[src/ubb_pkg.sv]
// ubb_pkg: types and constants shared by the debug bus bridge modules
// no dependencies; imported by ubb_front, ubb_fifo, ubb_back and the top level
`default_nettype none

package ubb_pkg;

  // field widths fixed by the item format
  localparam int unsigned DataW       = 32;
  localparam int unsigned CountW      = 7;
  localparam int unsigned ByteCntW    = 3;
  localparam int unsigned DefAddrW    = 32;
  localparam int unsigned QueueDepth  = 2;

  // protocol constants
  localparam logic [7:0] BaudByte     = 8'h55;
  localparam int unsigned CmdBit      = 7;
  localparam int unsigned WriteBit    = 6;
  localparam logic [5:0] LenMask      = 6'h3F;
  localparam int unsigned AddrStep    = 4;
  localparam logic [ByteCntW-1:0] LastAddrByte = 3'd7;
  localparam logic [ByteCntW-1:0] LastDataByte = 3'd3;
  localparam logic [ByteCntW-1:0] UsedAddrBytes = 3'd4;

  // input item kinds
  typedef enum logic {
    FUNC_HOST_BYTE = 1'b0,
    FUNC_READ_RESP = 1'b1
  } func_e;

  // result kinds
  typedef enum logic [1:0] {
    KIND_BUS_WRITE = 2'd0,
    KIND_BUS_READ  = 2'd1,
    KIND_HOST_WORD = 2'd2,
    KIND_FMT_ERROR = 2'd3
  } kind_e;

  // packet parser phase
  typedef enum logic [1:0] {
    PH_IDLE = 2'd0,
    PH_ADDR = 2'd1,
    PH_DATA = 2'd2
  } phase_e;

  typedef struct packed {
    logic              func;
    logic [7:0]        host_byte;
    logic [DataW-1:0]  read_word;
  } in_item_t;

  typedef struct packed {
    logic [1:0]        kind;
    logic [DataW-1:0]  bus_address;
    logic [DataW-1:0]  word_data;
    logic              last_of_run;
  } out_item_t;

  // one job from front to back: count results starting at addr
  typedef struct packed {
    kind_e             kind;
    logic [DataW-1:0]  addr;
    logic [DataW-1:0]  data;
    logic              last;
    logic [CountW-1:0] count;
  } job_t;

endpackage

`default_nettype wire

[src/ubb_front.sv]
// ubb_front: packet parser, accepts input beats and turns them into jobs
// depends on ubb_pkg
`default_nettype none

module ubb_front
  import ubb_pkg::*;
#(
  parameter int unsigned ADDR_WIDTH = DefAddrW
) (
  input  wire logic     clk_i,
  input  wire logic     rst_ni,
  input  wire logic     in_valid_i,
  output logic          in_ready_o,
  input  wire in_item_t in_item_i,
  output logic          push_o,
  output job_t          job_o,
  input  wire logic     full_i
);

  logic                  detected_q, detected_d;
  phase_e                phase_q, phase_d;
  logic [ByteCntW-1:0]   byte_cnt_q, byte_cnt_d;
  logic [CountW-1:0]     words_left_q, words_left_d;
  logic                  write_mode_q, write_mode_d;
  logic [ADDR_WIDTH-1:0] cur_addr_q, cur_addr_d;
  logic [DataW-1:0]      word_shift_q, word_shift_d;

  logic                  in_acc;
  logic [7:0]            b;
  logic [DataW-1:0]      byte_shifted;
  logic [DataW-1:0]      addr_merged;
  logic [DataW-1:0]      word_merged;
  logic [CountW-1:0]     words_dec;

  // any beat may produce a job, so take one only with queue room
  assign in_ready_o   = !full_i;
  assign in_acc       = in_valid_i && in_ready_o;
  assign b            = in_item_i.host_byte;
  assign byte_shifted = DataW'(b) << {byte_cnt_q[1:0], 3'b000};
  assign addr_merged  = DataW'(cur_addr_q) | byte_shifted;
  assign word_merged  = word_shift_q | byte_shifted;
  assign words_dec    = (words_left_q != '0) ? words_left_q - CountW'(1) : words_left_q;

  // parser next state and job generation
  always_comb begin
    detected_d   = detected_q;
    phase_d      = phase_q;
    byte_cnt_d   = byte_cnt_q;
    words_left_d = words_left_q;
    write_mode_d = write_mode_q;
    cur_addr_d   = cur_addr_q;
    word_shift_d = word_shift_q;
    push_o       = 1'b0;
    job_o        = '0;
    job_o.count  = CountW'(1);
    job_o.last   = 1'b1;
    if (in_acc) begin
      if (in_item_i.func == FUNC_READ_RESP) begin
        // read data goes straight back to the host
        push_o     = 1'b1;
        job_o.kind = KIND_HOST_WORD;
        job_o.data = in_item_i.read_word;
      end else if (!detected_q) begin
        if (b == BaudByte) begin
          detected_d = 1'b1;
        end
      end else begin
        case (phase_q)
          PH_ADDR: begin
            if (byte_cnt_q < UsedAddrBytes) begin
              cur_addr_d = addr_merged[ADDR_WIDTH-1:0];
            end
            if (byte_cnt_q < LastAddrByte) begin
              byte_cnt_d = byte_cnt_q + ByteCntW'(1);
            end else begin
              byte_cnt_d = '0;
              if (write_mode_q) begin
                word_shift_d = '0;
                phase_d      = PH_DATA;
              end else begin
                // whole read burst as one job
                push_o       = 1'b1;
                job_o.kind   = KIND_BUS_READ;
                job_o.addr   = DataW'(cur_addr_d);
                job_o.count  = words_left_q;
                words_left_d = '0;
                phase_d      = PH_IDLE;
              end
            end
          end
          PH_DATA: begin
            if (byte_cnt_q < LastDataByte) begin
              word_shift_d = word_merged;
              byte_cnt_d   = byte_cnt_q + ByteCntW'(1);
            end else begin
              push_o       = 1'b1;
              job_o.kind   = KIND_BUS_WRITE;
              job_o.addr   = DataW'(cur_addr_q);
              job_o.data   = word_merged;
              job_o.last   = (words_left_q <= CountW'(1));
              cur_addr_d   = cur_addr_q + ADDR_WIDTH'(AddrStep);
              byte_cnt_d   = '0;
              word_shift_d = '0;
              words_left_d = words_dec;
              if (words_dec == '0) begin
                phase_d = PH_IDLE;
              end
            end
          end
          default: begin
            // command byte
            phase_d = PH_IDLE;
            if (!b[CmdBit]) begin
              push_o     = 1'b1;
              job_o.kind = KIND_FMT_ERROR;
            end else begin
              write_mode_d = b[WriteBit];
              words_left_d = CountW'(b[5:0] & LenMask) + CountW'(1);
              byte_cnt_d   = '0;
              cur_addr_d   = '0;
              word_shift_d = '0;
              phase_d      = PH_ADDR;
            end
          end
        endcase
      end
    end
  end

  // parser state registers
  always_ff @(posedge clk_i or negedge rst_ni) begin
    if (!rst_ni) begin
      detected_q   <= 1'b0;
      phase_q      <= PH_IDLE;
      byte_cnt_q   <= '0;
      words_left_q <= '0;
      write_mode_q <= 1'b0;
      cur_addr_q   <= '0;
      word_shift_q <= '0;
    end else begin
      detected_q   <= detected_d;
      phase_q      <= phase_d;
      byte_cnt_q   <= byte_cnt_d;
      words_left_q <= words_left_d;
      write_mode_q <= write_mode_d;
      cur_addr_q   <= cur_addr_d;
      word_shift_q <= word_shift_d;
    end
  end

`ifndef NO_ASSERTIONS
  // a packet never starts before the baud byte
  a_phase_needs_detect: assert property (@(posedge clk_i) disable iff (!rst_ni)
    (phase_q != PH_IDLE) |-> detected_q)
    else $error("parser left idle before detection");

  // the data phase always has a word outstanding
  a_data_has_words: assert property (@(posedge clk_i) disable iff (!rst_ni)
    (phase_q == PH_DATA) |-> (words_left_q != '0))
    else $error("data phase with no words left");

  // bursts carry between one and sixty-four requests
  a_burst_count: assert property (@(posedge clk_i) disable iff (!rst_ni)
    (push_o && job_o.kind == KIND_BUS_READ) |->
      (job_o.count != '0 && job_o.count <= CountW'(64)))
    else $error("read burst count out of range");
`endif

endmodule

`default_nettype wire

[src/ubb_fifo.sv]
// ubb_fifo: short job queue between parser and executor
// depends on ubb_pkg
`default_nettype none

module ubb_fifo
  import ubb_pkg::*;
(
  input  wire logic clk_i,
  input  wire logic rst_ni,
  input  wire logic push_i,
  input  wire job_t job_i,
  output logic      full_o,
  input  wire logic pop_i,
  output logic      valid_o,
  output job_t      job_o
);

  localparam int unsigned PtrW = (QueueDepth > 1) ? $clog2(QueueDepth) : 1;
  localparam int unsigned CntW = $clog2(QueueDepth + 1);

  job_t            mem_q [QueueDepth];
  logic [PtrW-1:0] wr_ptr_q, rd_ptr_q;
  logic [CntW-1:0] count_q;

  assign full_o  = (count_q == CntW'(QueueDepth));
  assign valid_o = (count_q != '0);
  assign job_o   = mem_q[rd_ptr_q];

  // storage
  always_ff @(posedge clk_i) begin
    if (push_i) begin
      mem_q[wr_ptr_q] <= job_i;
    end
  end

  // pointers and fill count
  always_ff @(posedge clk_i or negedge rst_ni) begin
    if (!rst_ni) begin
      wr_ptr_q <= '0;
      rd_ptr_q <= '0;
      count_q  <= '0;
    end else begin
      if (push_i) begin
        wr_ptr_q <= (wr_ptr_q == PtrW'(QueueDepth - 1)) ? '0 : wr_ptr_q + PtrW'(1);
      end
      if (pop_i) begin
        rd_ptr_q <= (rd_ptr_q == PtrW'(QueueDepth - 1)) ? '0 : rd_ptr_q + PtrW'(1);
      end
      if (push_i && !pop_i) begin
        count_q <= count_q + CntW'(1);
      end else if (pop_i && !push_i) begin
        count_q <= count_q - CntW'(1);
      end
    end
  end

`ifndef NO_ASSERTIONS
  a_no_overflow: assert property (@(posedge clk_i) disable iff (!rst_ni)
    !(push_i && full_o))
    else $error("job queue overflow");

  a_no_underflow: assert property (@(posedge clk_i) disable iff (!rst_ni)
    !(pop_i && !valid_o))
    else $error("job queue underflow");

  // fill count grows on a push without a pop
  a_count_track: assert property (@(posedge clk_i) disable iff (!rst_ni)
    (push_i && !pop_i) |=> (count_q == $past(count_q) + CntW'(1)))
    else $error("fill count did not grow on push");
`endif

endmodule

`default_nettype wire

[src/ubb_back.sv]
// ubb_back: job executor, expands jobs into result beats, one per ready cycle
// depends on ubb_pkg
`default_nettype none

module ubb_back
  import ubb_pkg::*;
#(
  parameter int unsigned ADDR_WIDTH = DefAddrW
) (
  input  wire logic  clk_i,
  input  wire logic  rst_ni,
  input  wire logic  job_valid_i,
  input  wire job_t  job_i,
  output logic       pop_o,
  output logic       out_valid_o,
  input  wire logic  out_ready_i,
  output out_item_t  out_item_o
);

  logic                  busy_q;
  kind_e                 kind_q;
  logic [ADDR_WIDTH-1:0] addr_q;
  logic [DataW-1:0]      data_q;
  logic                  last_q;
  logic [CountW-1:0]     rem_q;

  logic                  on_last;
  logic                  load;

  assign on_last = (rem_q == CountW'(1));
  assign load    = job_valid_i && (!busy_q || (out_ready_i && on_last));
  assign pop_o   = load;

  // result beat straight from the job registers
  assign out_valid_o             = busy_q;
  assign out_item_o.kind         = kind_q;
  assign out_item_o.bus_address  = DataW'(addr_q);
  assign out_item_o.word_data    = data_q;
  assign out_item_o.last_of_run  = on_last && last_q;

  // control: busy flag and remaining count
  always_ff @(posedge clk_i or negedge rst_ni) begin
    if (!rst_ni) begin
      busy_q <= 1'b0;
      rem_q  <= '0;
    end else if (load) begin
      busy_q <= 1'b1;
      rem_q  <= job_i.count;
    end else if (busy_q && out_ready_i) begin
      if (on_last) begin
        busy_q <= 1'b0;
      end
      rem_q <= rem_q - CountW'(1);
    end
  end

  // job payload and address stepping
  always_ff @(posedge clk_i) begin
    if (load) begin
      kind_q <= job_i.kind;
      addr_q <= job_i.addr[ADDR_WIDTH-1:0];
      data_q <= job_i.data;
      last_q <= job_i.last;
    end else if (busy_q && out_ready_i) begin
      addr_q <= addr_q + ADDR_WIDTH'(AddrStep);
    end
  end

`ifndef NO_ASSERTIONS
  a_busy_has_count: assert property (@(posedge clk_i) disable iff (!rst_ni)
    busy_q |-> (rem_q != '0))
    else $error("executor busy with nothing left");

  // burst addresses step by one word
  a_addr_step: assert property (@(posedge clk_i) disable iff (!rst_ni)
    (busy_q && out_ready_i && !on_last) |=>
      (addr_q == $past(addr_q) + ADDR_WIDTH'(AddrStep)))
    else $error("burst address did not step");

  // going idle only after the final beat of a job
  a_idle_after_last: assert property (@(posedge clk_i) disable iff (!rst_ni)
    $fell(busy_q) |-> $past(on_last && out_ready_i))
    else $error("executor dropped a job early");
`endif

endmodule

`default_nettype wire

[src/uart_debug_bus_bridge.sv]
// uart_debug_bus_bridge: top level, parser front, job queue and executor back
// depends on ubb_pkg, ubb_front, ubb_fifo, ubb_back
//
//   channel | direction | handshake              | payload
//   --------+-----------+------------------------+-----------------------
//   in      | input     | in_valid_i / in_ready_o  | in_item_i  (in_item_t)
//   out     | output    | out_valid_o / out_ready_i | out_item_o (out_item_t)
//
// one input beat per cycle while the two-entry job queue has room.
// a result beat per cycle while out_ready_i is high; an n-word read burst
// holds the executor n beats, so the queue fills and input stalls behind it.
// results leave from executor registers; a job is held in queue storage first.
// reset clears the parser, queue and executor; no clearing pass.
`default_nettype none

module uart_debug_bus_bridge
  import ubb_pkg::*;
#(
  parameter int unsigned ADDR_WIDTH = DefAddrW
) (
  input  wire logic     clk_i,
  input  wire logic     rst_ni,
  input  wire logic     in_valid_i,
  output logic          in_ready_o,
  input  wire in_item_t in_item_i,
  output logic          out_valid_o,
  input  wire logic     out_ready_i,
  output out_item_t     out_item_o
);

  logic push;
  logic full;
  logic pop;
  logic job_valid;
  job_t job_in;
  job_t job_out;

  ubb_front #(
    .ADDR_WIDTH(ADDR_WIDTH)
  ) u_front (
    .clk_i      (clk_i),
    .rst_ni     (rst_ni),
    .in_valid_i (in_valid_i),
    .in_ready_o (in_ready_o),
    .in_item_i  (in_item_i),
    .push_o     (push),
    .job_o      (job_in),
    .full_i     (full)
  );

  ubb_fifo u_fifo (
    .clk_i   (clk_i),
    .rst_ni  (rst_ni),
    .push_i  (push),
    .job_i   (job_in),
    .full_o  (full),
    .pop_i   (pop),
    .valid_o (job_valid),
    .job_o   (job_out)
  );

  ubb_back #(
    .ADDR_WIDTH(ADDR_WIDTH)
  ) u_back (
    .clk_i       (clk_i),
    .rst_ni      (rst_ni),
    .job_valid_i (job_valid),
    .job_i       (job_out),
    .pop_o       (pop),
    .out_valid_o (out_valid_o),
    .out_ready_i (out_ready_i),
    .out_item_o  (out_item_o)
  );

endmodule

`default_nettype wire

[config.mk]
export PLATFORM = sky130hd
export DESIGN_NAME = uart_debug_bus_bridge
export DESIGN_NICKNAME = d
export VERILOG_FILES = /design/src/ubb_pkg.sv /design/src/ubb_front.sv /design/src/ubb_fifo.sv /design/src/ubb_back.sv /design/src/uart_debug_bus_bridge.sv
export SDC_FILE = /design/constraint.sdc
export NUM_CORES = 1
export LEC_CHECK = 0
export BUFFER_PORTS_ARGS = -buffer_cell sky130_fd_sc_hd__buf_2
export CAP_MARGIN = 20
export CORE_ASPECT_RATIO = 1.75
export CORE_MARGIN = 2
export CORE_UTILIZATION = 60
export CTS_CLUSTER_SIZE = 10
export DETAILED_ROUTE_END_ITERATION = 16
export PLACE_DENSITY = 0.85
export SLEW_MARGIN = 20
export SYNTH_ARGS = -nofsm -noshare
export SYNTH_HDL_FRONTEND = slang
export SYNTH_SLANG_ARGS = --single-unit
[constraint.sdc]
create_clock -name clk_i -period 6 [get_ports clk_i]
set_clock_uncertainty 0.05 [all_clocks]
set_input_delay 0.6 -clock clk_i [delete_from_list [all_inputs] [get_ports clk_i]]
set_output_delay 0.6 -clock clk_i [all_outputs]
set_load 0.05 [all_outputs]
* Yosys cells after proc, flatten, opt, wreduce, memory -nomap -nowiden
Memories as Yosys holds them, arrays and structs flattened. Cells that the tools add are included.
Word-level totals: bits of input ports 45, bits in registers 157, memories kept 1, output and inout bits 69, memory bits (writable) 148
Memories:
- u_fifo.mem_q | words 2, width 74, read ports 1, clocked after Yosys merged registers in 0, wr ports 1, line ubb_fifo.sv:21 | job_t mem_q [QueueDepth];
Operators by class: $lt $le $gt $ge 4, eq/ne operators 10, add/subtract/negate cells 10, reduce and logical (&&, ||, !) cells 28, bitwise gates (word level) 4, muxes and demuxes 63, shift-type cells 1
Operator list (count):
- 2-to-1 mux 32 bit | 10
- case mux 32 bit (2 select lines) | 3
- 2-to-1 mux 74 bit | 2
- 2-to-1 mux 7 bit | 10
- 2-to-1 mux 33 bit | 2
- 2-to-1 mux 65 bit | 1
- adder 32 x 3 -> 32 bit, second input constant | 2
- bitwise OR 32 bit | 2
- 2-to-1 mux 34 bit | 1
- << shifter 8 x 5 -> 32 bit | 1
- 2-to-1 mux 1 bit | 17
- 2-to-1 mux 2 bit | 8
- case mux 7 bit (2 select lines) | 1
- subtractor 7 x 1 -> 7 bit, second input constant | 2
- AND reduction 6 bit | 2
- AND reduction 5 bit | 2
- 2-to-1 mux 3 bit | 3
- == test 8 x 7 -> 1 bit, second input constant | 1
- 2-to-1 mux 8 bit | 1
- case mux 2 bit (2 select lines) | 2
- nonzero test 2 bit | 4
- adder 6 x 1 -> 7 bit, second input constant | 1
- == test 7 x 1 -> 1 bit, second input constant | 1
- <= comparator 7 x 1 -> 1 bit, second input constant | 1
- other kinds (23) | 40

* Longest topological paths before layout
Gate-level depths: netlist of run 1.
word-level depth 10, mapped depth 12

* Modules after synthesis
A second synthesis of run 1 with hierarchy kept.
Second synthesis, totals: cells, all modules 1234, area, all modules 14624.0 um^2
By module, submodules not included:
- ubb_fifo | cells an instance 246, area an instance 5731.7 um^2, times used 1
- ubb_front | cells an instance 706, area an instance 5461.5 um^2, times used 1
- ubb_back | cells an instance 282, area an instance 3430.8 um^2, times used 1

* Worst setup path after synthesis of run 1
Ideal clock, no wire load.
path kind flip-flop to flip-flop, start register u_fifo.count_q[1], end memory u_fifo.mem_q[0][0] in the netlist's numbering (enable), slack 886 ps, required time 5443 ps, setup time 507 ps, data arrival time 4558 ps, path buffers 0, cell stages (with the launch flop) 6, cell sequence dfrtp_1 nor2b_1 inv_1 nand2_1 o21bai_1 nor2_1
On the way: longest elaborated chain between the ends 6
RTL lines:
- start: declaration | line ubb_fifo.sv:23 | logic [CntW-1:0] count_q;
- start signal: assignment | line ubb_fifo.sv:50 | count_q <= count_q + CntW'(1);
- start signal: assignment | line ubb_fifo.sv:52 | count_q <= count_q - CntW'(1);
- == test 2 bit | line ubb_fifo.sv:25 | assign full_o = (count_q == CntW'(QueueDepth));
- logical NOT 1 bit | line ubb_front.sv:36 | assign in_ready_o = !full_i;
- net in_ready_o | line uart_debug_bus_bridge.sv:24 | output logic in_ready_o,
- logical AND 1 bit | line ubb_front.sv:37 | assign in_acc = in_valid_i && in_ready_o;
- 2-to-1 mux 1 bit | line ubb_front.sv:57 | if (in_acc) begin
- 2-to-1 mux 1 bit | line ubb_fifo.sv:31 | if (push_i) begin
- 2-to-1 mux 1 bit (not written as such) | line ubb_fifo.sv:32 | mem_q[wr_ptr_q] <= job_i;
- end: declaration | line ubb_fifo.sv:21
The timed path passes the listed nets, and every way through them passes these cells.

* Worst setup path after layout of run 1
start register u_front.phase_q[0], end memory u_fifo.mem_q[0][45] in the netlist's numbering (enable)
On the way: longest elaborated chain between the ends 7, elaborated cells on any way between the ends 8, classes of those cells 2 x eq/ne; 6 x mux
RTL lines:
- start: declaration | line ubb_front.sv:21 | phase_e phase_q, phase_d;
- start signal: assignment | line ubb_front.sv:142 | phase_q <= phase_d;
- == test 2 bit / == test 2 x 1 -> 1 bit (equally long branches) | line ubb_front.sv:68 | case (phase_q)
- case mux 1 bit (2 select lines) (*) | line ubb_front.sv:68
- 2-to-1 mux 1 bit (*) | line ubb_front.sv:63 | end else if (!detected_q) begin
- 2-to-1 mux 1 bit (*) | line ubb_front.sv:58 | if (in_item_i.func == FUNC_READ_RESP) begin
- 2-to-1 mux 1 bit (*) | line ubb_front.sv:57
- 2-to-1 mux 1 bit (*) | line ubb_fifo.sv:31
- 2-to-1 mux 1 bit (not written as such) (*) | line ubb_fifo.sv:32
Every way passes the cells marked *; elsewhere a longest branch is shown, timed or not.

==> results of run 1 <==
-- synth_stat cells, types with 3 or more instances --
master    count  area [µm²]
nand2_1      90         338
a21oi_1     116         581
nor3_1       21         105
nand3_1      45         225
nor2_1      118         443
o21ai_0      29         145
inv_1        25        93.8
clkbuf_1     51         191
buf_1         5        18.8
and3_1        8        50.1
and2_1       52         325
xor2_1       14         123
a211oi_1     23         173
a31oi_1      10        62.6
nand2b_1      6        37.5
a31o_2        4        35.0
o22ai_1       7        43.8
nand4b_1      3        26.3
o31ai_1      26         195
a22o_1        7        61.3
nand4_1      17         106
o211ai_1     12        90.1
and4_1        8        70.1
or3_1         6        37.5
nor2b_1      30         188
o311ai_0      4        35.0
buf_2        20         100
dfrtp_1      90        2250
ha_1         13         163
a32oi_1       4        35.0
a22oi_1       6        45.0
xnor2_1      26         228
or4_1         6        45.0
mux2_2       42         473
nor4_1        8        50.1
edfxtp_1    215        6460
mux2i_1      27         270
-- flip-flops by register name, indices dropped and copies added (netlist names), 2 cells and up --
| signal | cells |
|---|---|
| u_front.words_left_q | 7 |
| u_front.phase_q | 2 |
| u_back.addr_q | 32 |
| u_back.rem_q | 7 |
| u_front.byte_cnt_q | 3 |
| u_back.data_q | 32 |
| u_fifo.count_q | 2 |
| u_fifo.mem_q | 148 |
| u_back.kind_q | 2 |
| u_front.cur_addr_q | 32 |
| u_front.word_shift_q | 32 |
-- power by group --
group,internal [mW],switching [mW]
sequential,2.57,0.193
combinational,0.421,0.812
clock,1.18,0.799
total,4.17,1.80
-- metal layers --
metal,GRT usage,routed length [µm],up-vias
met4,0.142,1740,0
met2,0.474,17500,509
met5,0,0,-
met3,0.0326,1880,143
li1,-,-,4759
met1,0.298,11800,4990
-- final cells by class --
cell class / instances / area, µm² / share of cell area
inverters: 27 / 101 / 0.00628
repair buffers: 127 / 706 / 0.0437
well taps: 304 / 380 / 0.0236
clock inverters: 2 / 22.5 / 0.00139
flip-flops and latches: 305 / 8710 / 0.539
clock buffers: 64 / 1050 / 0.0649
multi-input cells: 824 / 5180 / 0.321
-- critical path: cells and delay by family, from the launching register on --
family | cells | cell delay, ps
AO/OA/AOI/OAI | 2 | 500
flip-flops | 1 | 370
AND/OR/NAND/NOR | 1 | 900
adder cells (fa/ha/maj) | 1 | 600
buffers and inverters | 3 | 840
-- metrics by stage --
step / utilization / hold slack [ps] / total power, mW / instance area, µm²
global placement: 0.645 / 392 / 3.96 / 15000
global route: 0.692 / 419 / 6.19 / 16100
CTS: 0.691 / 372 / 5.98 / 16100
detailed placement: 0.645 / 393 / 4.01 / 15000
finish: 0.692 / 391 / 5.97 / 16100
floorplan: - / 254 / 3.67 / 14300
-- logic make-up after synthesis --
kind of cell / Yosys count / share of synthesized area
flops: 305 / 0.611
simple gates: 430 / 0.152
mux: 69 / 0.0521
compound gates: 272 / 0.120
buf+inv: 103 / 0.0289
fa+ha+maj: 13 / 0.0114
xor+xnor: 40 / 0.0246
-- path summary, 6_finish.rpt --
check,end,slack [ps],cells past startpoint
max,u_fifo.mem_q[0][45],2380,7
min,u_back.out_valid_o,390,3
max reg2reg,u_fifo.mem_q[0][45],2380,7
min reg2reg,u_front.word_shift_q[7],430,2
max in group asynchronous,u_front.cur_addr_q[30],4500,3
min in group asynchronous,u_fifo.rd_ptr_q,410,2
==> impl_metrics.toml, run 1 <==
[pwr]
vdd_drop_max_uv = 293
power-per-cell-area_nw_per_um2 = 370
power.leakage_nw = 5.95

[setup_path]
critPathMaxFanout = 40
cp.arrival_ps = 3750
slowest_stage = "nor2_4"
crit_required_ps = 6130
start_kind = "flip-flop"
slowest_delay_ps = 900
cp-end-kind = "flip-flop"
r2r_start = "u_front.phase_q[0]"
path_class = "flip-flop to flip-flop"
cp_cell_sequence = "inv_1 -> ha_1 -> clkinv_1 -> a31oi_1 -> o21bai_1 -> nor2_4 -> buf_12"
crit_path_start = "u_front.phase_q[0]"

[synthesis]
syn-instance-count = 1232
yosys_warnings = 0
yosys_most_used_dff = "edfxtp_1"
syn_area_um2 = 14300
seq_area_frac_synth = 0.611
postSynthAreaPerCell_um2 = 11.6
async_reset_ff_frac = 0.295
synth_edf_count = 215
ys_types = 69
ys_ff_latch = 305
synth_nets = 1290

[hold_path]
min_from = "out_ready_i"
min_path_type = "input port to flip-flop"

[timing]
finalSetupViolCount = 0
fmax_mhz = 276
layout_setup_ws_ps = 2380
worst_pin_slew_ps = 1110
min_period_ps = 3620
hold_violations = 0
fin_tns_setup_ps = 0
fin_crit_sh = 0.603
drv_slew = 0
slew_headroom = 0.255
rsz0062_at_grt = "false"

[final_layout]
nets = 1379
drive_gt1_frac = 0.168
syn_to_final_growth_pct = 13.3
layout_commonest_cell = "edfxtp_1"
final_cell_mix = "215 x edfxtp_1, 116 x nor2_1, 116 x a21oi_1, 112 x buf_2, 90 x nand2_1"
fillers = 1669
final_cells = 1653
n_antenna_cell = 0

[global_routing]
antenna_found_initial = 0
grt_usage = 0.263
grt.overflow.total = 0
grt_pass1_wl_mm = 52.5
grt_pass1_vias = 10500
grt_start_max_net_pins = 82

[clock_network]
cts-buffers-inserted = 36
cts_sinks = 305
cts_max_level = 2
cts.clk_slew.worst_paths_ps = 60
root_buffer = "clkbuf_16"
cts_resized = 0
cts_tree = "yes"
clockBufferDepth = 3
cts-hold-fix-buffers = 1
cts_setup_buffers = 0
clk_latency_ps = 510

[floorplan]
die_w_um = 121
rows = 74
die_h_um = 208
ios = 114
floorplan.initialDensity = 0.611
die_area_um2 = 25100
core_area_um2 = 23300

[detailed_routing]
routed_wl_mm = 33.0
drt_iter0_markers = 1059
routedWlPerCell_um = 19.9
ant_nets = 0
dr.pass1.iters = 6
vias_per_cell = 6.29
vias = 10400
drc = 0

[status]
outcome = "completed"

[place]
gp_congestion = 0.968
preCtsSetupSlack_ps = 2470
io_buffers = 113
hpwl_mm = 21.5
place_inst = 1584

[run]
maxCapViolCount = 0
Note: power is estimated with default switching activity, not from simulation.
==> inputs of run 2 (changes only) <==
--- a/config.mk
+++ b/config.mk
@@ -9,10 +9,10 @@
 export CAP_MARGIN = 20
 export CORE_ASPECT_RATIO = 1.75
 export CORE_MARGIN = 2
-export CORE_UTILIZATION = 60
+export CORE_UTILIZATION = 54
 export CTS_CLUSTER_SIZE = 10
 export DETAILED_ROUTE_END_ITERATION = 16
-export PLACE_DENSITY = 0.85
+export PLACE_DENSITY = 0.81
 export SLEW_MARGIN = 20
 export SYNTH_ARGS = -nofsm -noshare
 export SYNTH_HDL_FRONTEND = slang
==> constraint.sdc (replaced) <==
create_clock -name clk_i -period 3.3 [get_ports clk_i]
set_clock_uncertainty 0.05 [all_clocks]
set_input_delay 0.33 -clock clk_i [delete_from_list [all_inputs] [get_ports clk_i]]
set_output_delay 0.33 -clock clk_i [all_outputs]
set_load 0.05 [all_outputs]
==> run 2 against run 1 <==
Flip-flop and latch count did not move. Worst hold slack lost 280 ps. Worst setup slack worse by 1900 ps. Sequential power rose by 83%. Design area grew 1.5%. Clock power increased by 81%. Non-clock buffer count increased by 23. Largest power group unchanged.
==> impl_metrics.toml, run 2 (same netlist as run 1, synthesis figures left out) <==
[status]
outcome = "completed"

[final_layout]
layout_commonest_cell = "edfxtp_1"
finalInstanceArea_um2 = 16400
syn_to_final_growth_pct = 14.9
drive_gt1_frac = 0.180
final_cell_mix = "215 x edfxtp_1, 116 x nor2_1, 116 x a21oi_1, 112 x buf_2, 90 x nand2_1"
largest_reg_flops = 148
seqCellArea_um2 = 8710
nets = 1402
regMostFlops = "u_fifo.mem_q"
multi_input_area_um2 = 5180
fillers = 2010

[hold_path]
min_path_type = "input port to flip-flop"
min_from = "in_item_i[39]"

[setup_path]
cp-end-kind = "flip-flop"
crit_path_start = "u_front.phase_q[0]"
r2r_slack_ps = 500
rr_endpoint = "u_fifo.count_q[1]"
crit_path_end = "u_fifo.count_q[1]"
reg2regPathDepth = 9
start_kind = "flip-flop"
cp.arrival_ps = 3180
path_class = "flip-flop to flip-flop"
critPathMaxFanout = 10
crit_required_ps = 3680
r2r_start = "u_front.phase_q[0]"

[clock_network]
clockBufferDepth = 3
root_buffer = "clkbuf_16"
cts_max_level = 2
cts.clk_slew.worst_paths_ps = 50
cts_tree = "yes"
cts_sinks = 305
clk_latency_ps = 520
cts-buffers-inserted = 36

[pwr]
vdd_drop_max_uv = 474
power-per-cell-area_nw_per_um2 = 665
internal_power_mw = 7.63
clockPowerShare = 0.328
switching_share = 0.300
p_sw_mw = 3.26
p_comb_frac = 0.209
power.leakage_nw = 6.07
pwr-share-seq = 0.462

[floorplan]
die_h_um = 219
die_w_um = 127
die_area_um2 = 27800
floorplan.initialDensity = 0.549
core_area_um2 = 26000
ios = 114
rows = 78

[timing]
hold_violations = 0
worst_pin_slew_ps = 794
min_period_ps = 2800
fmax_mhz = 358
drv_slew = 0
holdWs_ps = 107
rsz0062_at_grt = "false"
fin_crit_sh = 0.847
fin_tns_setup_ps = 0
finalSetupViolCount = 0
slew_headroom = 0.471

[place]
gp_congestion = 0.940
hpwl_mm = 22.4
placed_cell_area_um2 = 15300
io_buffers = 113

[detailed_routing]
routed_wl_mm = 33.3
dr.pass1.iters = 4
vias_per_cell = 6.04
drt_iter0_markers = 670
drc = 0
routedWlPerCell_um = 19.7
vias = 10200
ant_nets = 0

[global_routing]
grt_pass1_vias = 10400
antenna_found_initial = 2
grt_start_max_net_pins = 83
grt.overflow.total = 0
grt_usage = 0.241
grt_pass1_wl_mm = 53.1

[run]
maxCapViolCount = 0
[run 2: stage by stage]
stage	total power, mW	cells	utilization	setup slack [ps]
CTS	11.0	1690	0.631	504
finish	10.9	1692	0.631	504
floorplan	6.66	1232	-	-592
global placement	7.28	1625	0.590	625
global route	11.3	1692	0.631	326
detailed placement	7.38	1625	0.590	547
[run 2: what timing repair did]
action	4_1_cts	5_1_grt
endpoints found under the hold margin	2	0
resized for setup	0	0
endpoints found under the setup margin	0	0
setup buffers	0	0
hold buffers	1	0
[run 2: per-layer routing]
metal,global-route usage,part of all wire,up-vias
met4,0.126,0.045,0
li1,-,-,4807
met3,0.0400,0.054,104
met2,0.446,0.55,371
met1,0.264,0.35,4936
met5,0,0,-
[run 2: cell type report]
class,instances,area share
flip-flops and latches,305,0.532
inverters,27,0.00619
clock buffers,64,0.0640
repair buffers,150,0.0573
diodes,2,0.000305
multi-input cells,824,0.316
well taps,320,0.0244
[run 2: worst max-delay path: stages, from the launching register on]
cell and delay, ps:
dfrtp_1 360, inv_1 80, ha_1 330, o21ai_0 380, a31oi_1 150, o21bai_1 580
inv_1 110, ha_1 360, nor2_1 140, xor2_1 180
[run 2: worst min-delay path by stage]
stage                                     endpoint  slack [ps]  depth (start not counted)
after floorplan                 u_back.out_valid_o         -20                          0
after global placement    u_front.word_shift_q[18]         410                          2
after detailed placement  u_front.word_shift_q[14]         420                          2
after CTS                       u_front.phase_q[0]         100                          3
after global routing            u_front.phase_q[0]         110                          3
final                           u_front.phase_q[0]         110                          3
[run 2: power by group through the flow]
stage	logic (mW)	registers (mW)	clock network (mW)
global route	2.47	5.09	3.77
finish	2.28	5.04	3.58
detailed placement	2.28	5.10	0
global placement	2.21	5.07	0
floorplan	1.43	5.22	0
CTS	2.30	5.03	3.63
